### config.mk
export PLATFORM = sky130hd
export DESIGN_NAME = line_follow_pid_steer
export DESIGN_NICKNAME = d
export VERILOG_FILES = /design/src/sv/lfps_pkg.sv /design/src/sv/lfps_div.sv /design/src/sv/line_follow_pid_steer.sv
export VERILOG_INCLUDE_DIRS = /design/src /design/src/sv
export SDC_FILE = /design/constraint.sdc
export NUM_CORES = 2
export LEC_CHECK = 0
export BUFFER_PORTS_ARGS = -buffer_cell sky130_fd_sc_hd__buf_2
export CAP_MARGIN = 40
export CORE_MARGIN = 4
export CORE_UTILIZATION = 25
export DETAILED_ROUTE_END_ITERATION = 16
export SLEW_MARGIN = 25
export SYNTH_ARGS = -nofsm -noshare
export SYNTH_HDL_FRONTEND = slang
export SYNTH_HIERARCHICAL = 1
export SYNTH_SLANG_ARGS = --single-unit
### constraint.sdc
create_clock -name clk -period 15.9 [get_ports clk]
set_clock_uncertainty 0.1 [all_clocks]
set_input_delay 1.59 -clock clk [delete_from_list [all_inputs] [get_ports clk]]
set_output_delay 1.59 -clock clk [all_outputs]
set_load 0.05 [all_outputs]
### src/sv/line_follow_pid_steer_assert.svh
// Assertion macros for the line follower steering block.
// Included by the top level; empty when SYNTHESIS is defined.
`ifndef LINE_FOLLOW_PID_STEER_ASSERT_SVH
`define LINE_FOLLOW_PID_STEER_ASSERT_SVH
`ifndef SYNTHESIS
`define LFPS_ASSERT_IMP(label, clk, rst, a, c, msg) \
  label: assert property (@(posedge clk) disable iff (rst) (a) |-> (c)) else $error(msg);
`define LFPS_ASSERT_NXT(label, clk, rst, a, c, msg) \
  label: assert property (@(posedge clk) disable iff (rst) (a) |=> (c)) else $error(msg);
`else
`define LFPS_ASSERT_IMP(label, clk, rst, a, c, msg)
`define LFPS_ASSERT_NXT(label, clk, rst, a, c, msg)
`endif
`endif

### src/sv/lfps_pkg.sv
// Shared types and constants of the line follower steering block.
// No dependencies.
`default_nettype none
package lfps_pkg;
  localparam int CFG_IDX_BITS = 3;
  localparam int CFG_BITS = 16;
  localparam logic [CFG_IDX_BITS-1:0] REG_KP = 3'd0;
  localparam logic [CFG_IDX_BITS-1:0] REG_KI = 3'd1;
  localparam logic [CFG_IDX_BITS-1:0] REG_KD = 3'd2;
  localparam logic [CFG_IDX_BITS-1:0] REG_TARGET = 3'd3;
  localparam logic [CFG_IDX_BITS-1:0] REG_THRESH = 3'd4;
  localparam logic [CFG_IDX_BITS-1:0] REG_CRUISE = 3'd5;
  localparam logic [CFG_IDX_BITS-1:0] REG_SPIN = 3'd6;

  localparam logic [1:0] MODE_TRACK = 2'd0;
  localparam logic [1:0] MODE_RIGHT = 2'd1;
  localparam logic [1:0] MODE_LEFT = 2'd2;
  localparam logic [1:0] MODE_HOLD = 2'd3;

  localparam logic [1:0] TURN_NONE = 2'd0;
  localparam logic [1:0] TURN_RIGHT = 2'd1;
  localparam logic [1:0] TURN_LEFT = 2'd2;

  localparam logic [15:0] LOST_POSITION = 16'd65280;
  localparam int DRIVE_LIMIT = 200;
  localparam logic [15:0] LEFT_LOW_Q = 16'd13312;
  localparam logic [15:0] LEFT_HIGH_Q = 16'd17920;
  localparam logic [15:0] RIGHT_HIGH_Q = 16'd5120;
  localparam int STEPS = 100;

  typedef struct packed {
    logic        start;
    logic [23:0] dividend;
    logic [6:0]  divisor;
  } div_req_t;

  typedef struct packed {
    logic        done;
    logic [23:0] quotient;
    logic [6:0]  remainder;
  } div_rsp_t;
endpackage
`default_nettype wire

### src/sv/lfps_div.sv
// Restoring unsigned divider, one quotient bit per cycle.
// Depends on lfps_pkg.
`default_nettype none
module lfps_div (
  input  wire logic              clk,
  input  wire logic              rst,
  input  wire lfps_pkg::div_req_t req,
  output lfps_pkg::div_rsp_t      rsp
);
  import lfps_pkg::*;

  logic [23:0] quo;
  logic [7:0]  rem;
  logic [6:0]  dsr;
  logic [4:0]  cnt;
  logic        busy;
  logic        done;
  logic [7:0]  trial;

  assign trial = {rem[6:0], quo[23]};

  always_ff @(posedge clk) begin
    if (rst) begin
      busy <= 1'b0;
      cnt <= '0;
      done <= 1'b0;
    end else begin
      done <= 1'b0;
      if (req.start) begin
        busy <= 1'b1;
        cnt <= 5'd24;
        quo <= req.dividend;
        dsr <= req.divisor;
        rem <= '0;
      end else if (busy) begin
        if (trial >= {1'b0, dsr}) begin
          rem <= trial - {1'b0, dsr};
          quo <= {quo[22:0], 1'b1};
        end else begin
          rem <= trial;
          quo <= {quo[22:0], 1'b0};
        end
        cnt <= cnt - 5'd1;
        if (cnt == 5'd1) begin
          busy <= 1'b0;
          done <= 1'b1;
        end
      end
    end
  end

  assign rsp.done = done;
  assign rsp.quotient = quo;
  assign rsp.remainder = rem[6:0];
endmodule
`default_nettype wire

### src/sv/line_follow_pid_steer.sv
// Line follower steering: one frame of sensor samples in, one drive result out.
// A tracked frame goes through an accept state, a sensor scan over all sensors,
// one pass through the divider for the position (start and result), one state
// for the error magnitude, four steps on one shared 18x23 multiplier (integral
// step by reciprocal, then the three PID terms), clamp, drive mix, and a result
// state held until taken. A frame with the line lost goes from the scan and the
// position state straight to the result state. Not ready while busy.
// Depends on lfps_pkg, lfps_div and line_follow_pid_steer_assert.svh.
`default_nettype none
`include "line_follow_pid_steer_assert.svh"
module line_follow_pid_steer #(
  parameter int SENSOR_COUNT = 8,
  parameter int SAMPLE_BITS = 10
) (
  input  wire logic                                clk,
  input  wire logic                                rst,
  input  wire logic                                cfg_we,
  input  wire logic [lfps_pkg::CFG_IDX_BITS-1:0]   cfg_index,
  input  wire logic [lfps_pkg::CFG_BITS-1:0]       cfg_data,
  input  wire logic                                s_tvalid,
  output logic                                     s_tready,
  // sample_0 .. sample_{N-1}, SAMPLE_BITS each, from the lowest bit up
  input  wire logic [((SENSOR_COUNT*SAMPLE_BITS+7)/8)*8-1:0] s_tdata,
  output logic                                     m_tvalid,
  input  wire logic                                m_tready,
  // left_drive[8:0], right_drive[17:9], mode_status[19:18],
  // line_position[35:20], track_error[50:36], control_value[67:51]
  output logic [71:0]                              m_tdata
);
  import lfps_pkg::*;

  localparam int CNT_BITS = $clog2(SENSOR_COUNT + 1);
  localparam int IDX_BITS = $clog2(SENSOR_COUNT);
  localparam int RECIP_STEPS = 5243;

  typedef enum logic [3:0] {
    S_IDLE, S_SCAN, S_POS, S_POSW, S_ERR, S_INT,
    S_MP, S_MI, S_MD, S_OUT, S_DRV, S_SEND
  } state_t;

  state_t state;
  logic signed [15:0] kp_gain, ki_gain, kd_gain;
  logic [14:0] target_position;
  logic [9:0]  detect_threshold;
  logic [7:0]  cruise_speed, spin_speed;

  logic signed [17:0] error_integral;
  logic signed [14:0] previous_error;
  logic [1:0]         turn_memory;
  logic signed [8:0]  held_left, held_right;

  logic [SENSOR_COUNT*SAMPLE_BITS-1:0] frame;
  logic [IDX_BITS-1:0] idx;
  logic [CNT_BITS-1:0] count;
  logic [15:0] wsum;
  logic [15:0] pos;
  logic signed [14:0] err;
  logic [14:0] mag;
  logic signed [16:0] ctl;
  logic [1:0] mode;
  logic signed [40:0] acc;
  logic signed [17:0] mul_a;
  logic signed [22:0] mul_b;
  logic signed [40:0] prod;

  div_req_t dreq;
  div_rsp_t drsp;

  lfps_div u_div (.clk(clk), .rst(rst), .req(dreq), .rsp(drsp));

  logic [SAMPLE_BITS-1:0] cur;
  logic signed [17:0] bound;
  logic signed [16:0] pos_s, tgt_s, diff;
  logic signed [17:0] inc, isum;
  logic signed [41:0] rsum;
  logic signed [33:0] fl;
  logic signed [16:0] t;
  logic signed [9:0] lsum, rsub;
  logic [7:0] spin_c;

  assign cur = frame[idx*SAMPLE_BITS +: SAMPLE_BITS];
  assign bound = $signed({2'b0, cruise_speed, 8'b0});
  assign pos_s = $signed({1'b0, drsp.quotient[15:0]});
  assign tgt_s = $signed({2'b0, target_position});
  assign diff = tgt_s - pos_s;
  assign inc = err[14] ? -$signed({3'b0, prod[33:19]})
                       : $signed({3'b0, prod[33:19]});
  assign isum = error_integral + inc;
  assign prod = mul_a * mul_b;
  assign rsum = {acc[40], acc} + 42'sd128;
  assign fl = rsum[41:8];
  assign t = ctl[16] ? -((-ctl) >>> 8) : (ctl >>> 8);
  assign lsum = $signed({2'b0, cruise_speed}) + t[9:0];
  assign rsub = $signed({2'b0, cruise_speed}) - t[9:0];
  assign spin_c = (spin_speed > 8'(DRIVE_LIMIT)) ? 8'(DRIVE_LIMIT) : spin_speed;

  always_comb begin
    mul_a = '0;
    mul_b = '0;
    case (state)
      S_INT: begin
        mul_a = 18'(mag) + 18'(STEPS / 2);
        mul_b = 23'(RECIP_STEPS);
      end
      S_MP: begin
        mul_a = 18'(kp_gain);
        mul_b = 23'(err);
      end
      S_MI: begin
        mul_a = 18'(ki_gain);
        mul_b = 23'(error_integral);
      end
      S_MD: begin
        mul_a = 18'(kd_gain);
        mul_b = 23'(16'(err) - 16'(previous_error)) * 23'sd100;
      end
      default: ;
    endcase
  end

  always_comb begin
    dreq.start = 1'b0;
    dreq.dividend = '0;
    dreq.divisor = '0;
    case (state)
      S_POS: begin
        dreq.start = 1'b1;
        dreq.dividend = {wsum, 8'b0};
        dreq.divisor = 7'(count);
      end
      default: ;
    endcase
  end

  assign s_tready = (state == S_IDLE);
  assign m_tvalid = (state == S_SEND);
  assign m_tdata = {4'b0, ctl, err, pos, mode, held_right, held_left};

  always_ff @(posedge clk) begin
    if (rst) begin
      kp_gain <= 16'sd640;
      ki_gain <= '0;
      kd_gain <= 16'sd128;
      target_position <= 15'd8960;
      detect_threshold <= 10'd900;
      cruise_speed <= 8'd100;
      spin_speed <= 8'd60;
    end else if (cfg_we) begin
      case (cfg_index)
        REG_KP: kp_gain <= cfg_data;
        REG_KI: ki_gain <= cfg_data;
        REG_KD: kd_gain <= cfg_data;
        REG_TARGET: target_position <= cfg_data[14:0];
        REG_THRESH: detect_threshold <= cfg_data[9:0];
        REG_CRUISE: cruise_speed <= cfg_data[7:0];
        REG_SPIN: spin_speed <= cfg_data[7:0];
        default: ;
      endcase
    end
  end

  always_ff @(posedge clk) begin
    if (rst) begin
      state <= S_IDLE;
      error_integral <= '0;
      previous_error <= '0;
      turn_memory <= TURN_NONE;
      held_left <= '0;
      held_right <= '0;
    end else begin
      case (state)
        S_IDLE: begin
          if (s_tvalid) begin
            frame <= s_tdata[SENSOR_COUNT*SAMPLE_BITS-1:0];
            idx <= '0;
            count <= '0;
            wsum <= '0;
            state <= S_SCAN;
          end
        end
        S_SCAN: begin
          if (32'(cur) > 32'(detect_threshold)) begin
            wsum <= wsum + 16'(10 * (SENSOR_COUNT - 1)) - 16'(10 * idx);
            count <= count + 1'b1;
          end
          if (32'(idx) == SENSOR_COUNT - 1) state <= S_POS;
          else idx <= idx + 1'b1;
        end
        S_POS: begin
          if (count == '0) begin
            pos <= LOST_POSITION;
            err <= '0;
            ctl <= '0;
            error_integral <= '0;
            previous_error <= '0;
            if (turn_memory == TURN_RIGHT) begin
              held_left <= $signed({1'b0, spin_c});
              held_right <= -$signed({1'b0, spin_c});
              mode <= MODE_RIGHT;
            end else if (turn_memory == TURN_LEFT) begin
              held_left <= -$signed({1'b0, spin_c});
              held_right <= $signed({1'b0, spin_c});
              mode <= MODE_LEFT;
            end else begin
              mode <= MODE_HOLD;
            end
            state <= S_SEND;
          end else begin
            state <= S_POSW;
          end
        end
        S_POSW: begin
          if (drsp.done) begin
            pos <= drsp.quotient[15:0];
            if (drsp.quotient[15:0] > LEFT_LOW_Q && drsp.quotient[15:0] <= LEFT_HIGH_Q)
              turn_memory <= TURN_LEFT;
            else if (drsp.quotient[15:0] < RIGHT_HIGH_Q)
              turn_memory <= TURN_RIGHT;
            if (diff > 17'sd16383) err <= 15'sd16383;
            else if (diff < -17'sd16384) err <= -15'sd16384;
            else err <= diff[14:0];
            state <= S_ERR;
          end
        end
        S_ERR: begin
          mag <= err[14] ? 15'(-err) : 15'(err);
          state <= S_INT;
        end
        S_INT: begin
          if (isum > bound) error_integral <= bound;
          else if (isum < -bound) error_integral <= -bound;
          else error_integral <= isum;
          state <= S_MP;
        end
        S_MP: begin
          acc <= prod;
          state <= S_MI;
        end
        S_MI: begin
          acc <= acc + prod;
          state <= S_MD;
        end
        S_MD: begin
          acc <= acc + prod;
          previous_error <= err;
          state <= S_OUT;
        end
        S_OUT: begin
          if (fl > 34'(bound)) ctl <= bound[16:0];
          else if (fl < -34'(bound)) ctl <= 17'(-bound);
          else ctl <= fl[16:0];
          state <= S_DRV;
        end
        S_DRV: begin
          if (lsum > 10'sd200) held_left <= 9'sd200;
          else if (lsum < -10'sd200) held_left <= -9'sd200;
          else held_left <= lsum[8:0];
          if (rsub > 10'sd200) held_right <= 9'sd200;
          else if (rsub < -10'sd200) held_right <= -9'sd200;
          else held_right <= rsub[8:0];
          mode <= MODE_TRACK;
          state <= S_SEND;
        end
        S_SEND: begin
          if (m_tready) state <= S_IDLE;
        end
        default: state <= S_IDLE;
      endcase
    end
  end

  `LFPS_ASSERT_IMP(a_excl, clk, rst, m_tvalid, !s_tready, "ready while result pending")
  `LFPS_ASSERT_IMP(a_drv, clk, rst, m_tvalid, (held_left <= 9'sd200) && (held_left >= -9'sd200), "left drive out of range")
  `LFPS_ASSERT_NXT(a_take, clk, rst, s_tvalid && s_tready, state == S_SCAN, "accept did not start scan")
endmodule
`default_nettype wire
# Word-level counts from Yosys, hierarchy flattened

Index checks and enable logic that the tools add are counted.
Widths: inputs -> output; s select.

$add $sub $neg: 21
Multiply operators: 4
Order comparisons: 16
Eq/ne operators: 29
Shifts and indexed selects: 1
Mux-type cells: 69
Bitwise logic cells: 2
Reduce and logical (&&, ||, !) cells: 38

Operator list:

| kind                  | count |
|---|---|
| $pmux 23 s4           | 1 |
| $mux 9                | 10 |
| $pmux 41 s2           | 1 |
| $shiftx 80x8->10      | 1 |
| $mux 18               | 4 |
| $pmux 18 s4           | 1 |
| $mux 16               | 4 |
| $pmux 16 s2           | 2 |
| $mux 15               | 4 |
| $pmux 15 s2           | 2 |
| $mux 17               | 3 |
| $mux 24               | 2 |
| $pmux 4 s12           | 1 |
| $add 41x9->42 const B | 1 |
| $add 41x41->41        | 1 |
| $mul 18x23->41        | 1 |
| $pmux 18 s2           | 1 |
| $pmux 9 s2            | 2 |
| $gt 34x17->1          | 1 |
| $lt 34x34->1          | 1 |
| $neg 16->34           | 1 |
| $pmux 17 s2           | 1 |
| $mux 32               | 1 |
| $mux 4                | 7 |
| other kinds (67)      | 126 |

Register bits after elaboration: 400
Input bits: 104

# Longest topological paths before layout

Depth in word-level cells: 11
Depth in mapped cells: 74
Depth with buffers taken out: 70

# Hierarchy

The synthesis kept the hierarchy.

By module, submodules not included:

| module                | instances | cells each | area an instance (um^2) | sequential area each (um^2) |
|---|---|---|---|---|
| line_follow_pid_steer | 1         | 4649       | 40567.7                 | 9168.8 |
| lfps_div              | 1         | 174        | 2242.2                  | 1281.2 |

# Worst setup path before layout

OpenSTA, ideal clock, no wires.

Path kind: reg2reg
Start: register err[1]
End: register error_integral[10]
Arrival: 15417 ps
Data required time: 15683 ps
Path slack: 265 ps
Cell stages (with the launch flop): 66
Clock period less this slack: 15635 ps
Cells stage by stage: edfxtp_1 ha_1 nor2b_1 o21ai_0 a21boi_0 o21ai_0 nand2b_1 a21o_1 a21o_1 xor2_1 inv_1 fa_1 inv_1 ha_1 ha_1 nor2b_1 o21ai_0 a21boi_0 [... 30 more ...] ha_1 a211oi_1 o21bai_1 a221o_1 and3_1 nand2b_1 a211oi_1 nor3_1 ha_1 nand4_1 or4_1 or4_1 nor3_1 o21ai_0 nand2_1 buf_2 o311ai_1 a32o_1

Longest elaborated chain between the ends: 11
Elaborated cells on any way between the ends: 12
Those cells by class: 3 x add/sub; 2 x mul; 2 x order compare; 5 x mux

RTL lines:

| element                | RTL line                     | RTL |
|---|---|---|
| start, declared        | line_follow_pid_steer.sv:57  | `logic signed [14:0] err;` |
| start signal, assigned | line_follow_pid_steer.sv:220 | `else if (diff < -17'sd16384) err <= -15'sd16384;` |
| start signal, assigned | line_follow_pid_steer.sv:221 | `else err <= diff[14:0];` |
| $sub 15x15->16         | line_follow_pid_steer.sv:115 | `mul_b = 23'(16'(err) - 16'(previous_error)) * 23'sd100;` |
| $mul 16x6->21          | line_follow_pid_steer.sv:115 |  |
| $pmux 23 s4 *          | line_follow_pid_steer.sv:100 | `case (state)` |
| $mul 18x23->41 *       | line_follow_pid_steer.sv:89  | `assign prod = mul_a * mul_b;` |
| $neg 15->18            | line_follow_pid_steer.sv:86  | `assign inc = err[14] ? -$signed({3'b0, prod[33:19]})` |
| $mux 18 *              | line_follow_pid_steer.sv:86  |  |
| $add 18x18->18 *       | line_follow_pid_steer.sv:88  | `assign isum = error_integral + inc;` |
| $lt 18x18->1           | line_follow_pid_steer.sv:231 | `else if (isum < -bound) error_integral <= -bound;` |
| $mux 18                | line_follow_pid_steer.sv:231 |  |
| $mux 18 *              | line_follow_pid_steer.sv:230 | `if (isum > bound) error_integral <= bound;` |
| $pmux 18 s2 *          | line_follow_pid_steer.sv:171 | `case (state)` |
| end signal, assigned   | line_follow_pid_steer.sv:230 |  |
| end signal, assigned   | line_follow_pid_steer.sv:231 |  |
| end signal, assigned   | line_follow_pid_steer.sv:232 | `else error_integral <= isum;` |
| end, declared          | line_follow_pid_steer.sv:47  | `logic signed [17:0] error_integral;` |

Mark *: on every way between the ends. The rest lies on a longest branch, timed or not.
A chain may end at the register's enable or synchronous reset.

# Final worst setup path

Same ends and word-level chain as after synthesis.

==> results.sh <==
export IMPL_grt_pass1_wl_microns=203000
export IMPL_combPwrFrac_pct=23.1
export IMPL_routed_wl_microns=131000
export IMPL_slowest_stage="fa_1"
export IMPL_rr_worst_depth=62
export IMPL_route_detailed_drc=0
export IMPL_grt_max_degree=83
export IMPL_wl_per_cell_microns=18.0
export IMPL_die_y_microns=422
export IMPL_core_area_sq_um=170000
export IMPL_finalCritPeriodShare_pct=96.3
export IMPL_portBuffers=173
export IMPL_synth_top_area_share_pct=20.0
export IMPL_die_area_sq_um=178000
export IMPL_clkTransAtPathRegs_ps=60
export IMPL_via_per_inst=4.86
export IMPL_worst_r2r_setup_slack_ps=590
export IMPL_area_growth_synth_to_final_pct=15.3
export IMPL_first_pass_iters=6
export IMPL_cts_max_level=2
export IMPL_finalNonFillerCells=7298
export IMPL_critPathMaxStageDelay_ps=540
export IMPL_clkPwrFrac_pct=38.3
export IMPL_synth_most_common_cell="nand2_1"
export IMPL_dr_first_iter_drc_count=2451
export IMPL_clkLatencyLatePin_ps=620
export IMPL_p_seq_share_pct=38.7
export IMPL_worstPathMaxFanout=18
export IMPL_holdBufCountCts=0
export IMPL_async_flop_share_pct=0
export IMPL_min_from="ki_gain[2]"
export IMPL_maxCapViolCount=0
export IMPL_antenna_found_initial=8
export IMPL_hp_class="flip-flop to flip-flop"
export IMPL_worstSetupStartpointType="flip-flop"
export IMPL_netlist_top_cells_area="fa_1 (20%), edfxtp_1 (17%), ha_1 (11%)"
export IMPL_ys_seq_area_share_pct=24.4
export IMPL_row_count=151
export IMPL_worstReg2RegStart="err[1]"
export IMPL_place_gp_congestion=0.936
export IMPL_hold_end="ki_gain[2]"
export IMPL_status="finished clean"
export IMPL_finalCriticalPeriod_ps=15310
export IMPL_synth_ff_type="edfxtp_1"
export IMPL_grt_total_usage_pct=14.2
export IMPL_ir_drop_mv=0.101
export IMPL_hpwlAfterDp_microns=105000
export IMPL_grt_met3_usage_pct=2.95
export IMPL_cts_buffer_depth=3
export IMPL_p_int_w=0.00226
export IMPL_start_util_pct=25.2
export IMPL_cts_inserted_buffers=47
export IMPL_drv_slew=0
export IMPL_via_count=35400
export IMPL_synthCells=4823
export IMPL_top_usage_layer="met2"
export IMPL_use_met2_pct=23.9
export IMPL_cts_tree="built"
export IMPL_synth_edf_count=246
export IMPL_whs_ps=355
export IMPL_worstReg2RegEnd="error_integral[10]"
export IMPL_synth_area_sq_um=42800
export IMPL_sw_frac_of_total_pct=30.0
export IMPL_yosysUniqueCellTypes=95
export IMPL_yosysWarnings=6
export IMPL_syn_mean_instance_area_sq_um=8.88
export IMPL_powerDensity_nw_per_um2=65.4
export IMPL_crit_type="flip-flop to flip-flop"
export IMPL_synth_top_cell_by_area="fa_1"
export IMPL_cts_root_buffer="clkbuf_16"
export IMPL_critical_path_arrival_ps=15710
export IMPL_worstMarginPinSlew_ps=1130
export IMPL_nets=5928
export IMPL_dpl_cell_count=7182
export IMPL_ys_top_cells_by_count="nand2_1 (702), inv_1 (659), fa_1 (427)"
export IMPL_leakage_nw=21.0
export IMPL_overflow=0
export IMPL_fillerInstances=17800
export IMPL_crit_path_end_kind="flip-flop"
export IMPL_grt_pass1_vias=35300
export IMPL_hold_viol_final=0
export IMPL_whs_path_depth=2
export IMPL_crit_required_ps=16300
export IMPL_clock_sinks=399
export IMPL_io_pins=178
export IMPL_grt_use_met1_pct=18.2
export IMPL_relSlewSlack_pct=24.6
export IMPL_power_switching_w=0.000967
export IMPL_fmax_ghz=0.0653
export IMPL_ant_nets=0
export IMPL_ys_ff_latch=399
export IMPL_setup_violations=0
export IMPL_final_util_pct=29.1
export IMPL_drive_above_1_share_pct=11.9
export IMPL_die_w_microns=422
-- layer usage --
metal | wire length [microns] | vias to the layer above
met5 | 0 | -
met4 | 5080 | 0
met3 | 10200 | 280
met2 | 61700 | 1198
met1 | 54400 | 17300
li1 | - | 16600
-- power by group through the flow --
stage                     registers [W]  logic, W  clock network (W)
after floorplan                 0.00125  0.000539                  0
after CTS                       0.00125  0.000741            0.00126
after global placement          0.00127  0.000709                  0
final                           0.00125  0.000744            0.00123
after global routing            0.00126  0.000829            0.00130
after detailed placement        0.00127  0.000731                  0
-- registers in the layout (all words and copies together) (netlist names), 15 cells and up --
name / count
err: 15
frame: 80
pos: 16
u_div/quo: 24
acc: 41
target_position: 15
kp_gain: 16
previous_error: 15
ctl: 17
mag: 15
error_integral: 18
wsum: 15
ki_gain: 16
kd_gain: 16
-- final cells by class --
type / count / area [sq um] / area share, %
tap: 2218 / 2780 / 5.62
sequential: 399 / 10500 / 21.2
antenna: 5 / 12.5 / 0.0254
clock buffer: 50 / 1200 / 2.43
clock inverter: 38 / 587 / 1.19
inverter: 659 / 2470 / 5.01
multi-input combinational: 3580 / 29500 / 59.8
timing repair buffer: 349 / 2350 / 4.77
-- how the worst max path moves through the flow --
stage / depth (start not counted) / start / end / slack (ps)
final: 62 / err[1] / error_integral[10] / 590
after global routing: 63 / err[1] / error_integral[10] / -130
after global placement: 66 / err[0] / error_integral[8] / 150
after CTS: 66 / err[0] / error_integral[0] / 20
after floorplan: 65 / err[1] / error_integral[10] / 270
after detailed placement: 64 / err[0] / error_integral[0] / -150
-- worst max-delay path, delay by kind of cell (launching register included) --
family	cells	cell delay, ps
fa+ha+maj	14	5780
compound gates	21	4600
simple gates	14	2890
buf+inv	9	710
xor+xnor	4	660
flops	1	410
-- per-stage QoR --
step | setup TNS [ps] | total power, W | cell area, sq um | setup slack, ps
3_3_place_gp | 0 | 0.00198 | 46800 | 153
6_report | 0 | 0.00323 | 49400 | 588
3_5_place_dp | -1990 | 0.00200 | 47100 | -153
5_1_grt | -1500 | 0.00338 | 49300 | -126
4_1_cts | 0 | 0.00324 | 48900 | 20.4
2_1_floorplan | 0 | 0.00179 | 42900 | 265
-- kinds of logic (layout without fill, tap and decap cells) --
logic type / count (synthesis) / count (layout) / synth area share (%)
xor gates and xnor gates: 243 / 243 / 4.97
buffers and inverters: 859 / 1096 / 7.65
adders and majority gates: 789 / 789 / 30.5
AOI/OAI and AO/OA: 897 / 897 / 13.5
other: 1 / 21 / 0.00876
DFF: 399 / 399 / 24.4
and+or+nand+nor: 1564 / 1564 / 16.5
muxes: 71 / 71 / 2.36
-- repair_timing --
| action | 4_1_cts | 5_1_grt |
|---|---|---|
| gates resized for setup | 9 | 67 |
| buffers inserted | 1 | 19 |
| pin swaps | 3 | 32 |
| setup endpoints to repair | 17 | 17 |
| gates cloned | 0 | 0 |
-- placed cells by master, fill, tap and decap left out, types with 13 or more instances in the layout --
| master | n |
|---|---|
| and4_1 | 18 |
| nor2_1 | 321 |
| xor2_1 | 86 |
| a21o_1 | 78 |
| and2_1 | 51 |
| nand2b_1 | 45 |
| o21ai_1 | 26 |
| a31oi_1 | 21 |
| xnor2_1 | 150 |
| o31ai_1 | 13 |
| o211ai_1 | 21 |
| nand3_1 | 110 |
| nand4_1 | 37 |
| a21oi_2 | 13 |
| inv_1 | 659 |
| nor2b_1 | 42 |
| nor3_1 | 73 |
| conb_1 | 16 |
| nand2_1 | 697 |
| mux2_2 | 38 |
| or3_1 | 19 |
| o2111ai_1 | 13 |
| a21boi_0 | 13 |
| clkbuf_16 | 47 |
| fa_1 | 426 |
| a211oi_1 | 22 |
| nor4_1 | 29 |
| o21bai_1 | 17 |
| o21ai_0 | 121 |
| ha_1 | 358 |
| mux4_2 | 20 |
| and3_1 | 47 |
| o21a_1 | 41 |
| edfxtp_1 | 246 |
| a21oi_1 | 325 |
| buf_2 | 174 |
| buf_4 | 154 |
| dfxtp_1 | 153 |
| or2_2 | 13 |
Power figures use the tool's default switching activity.
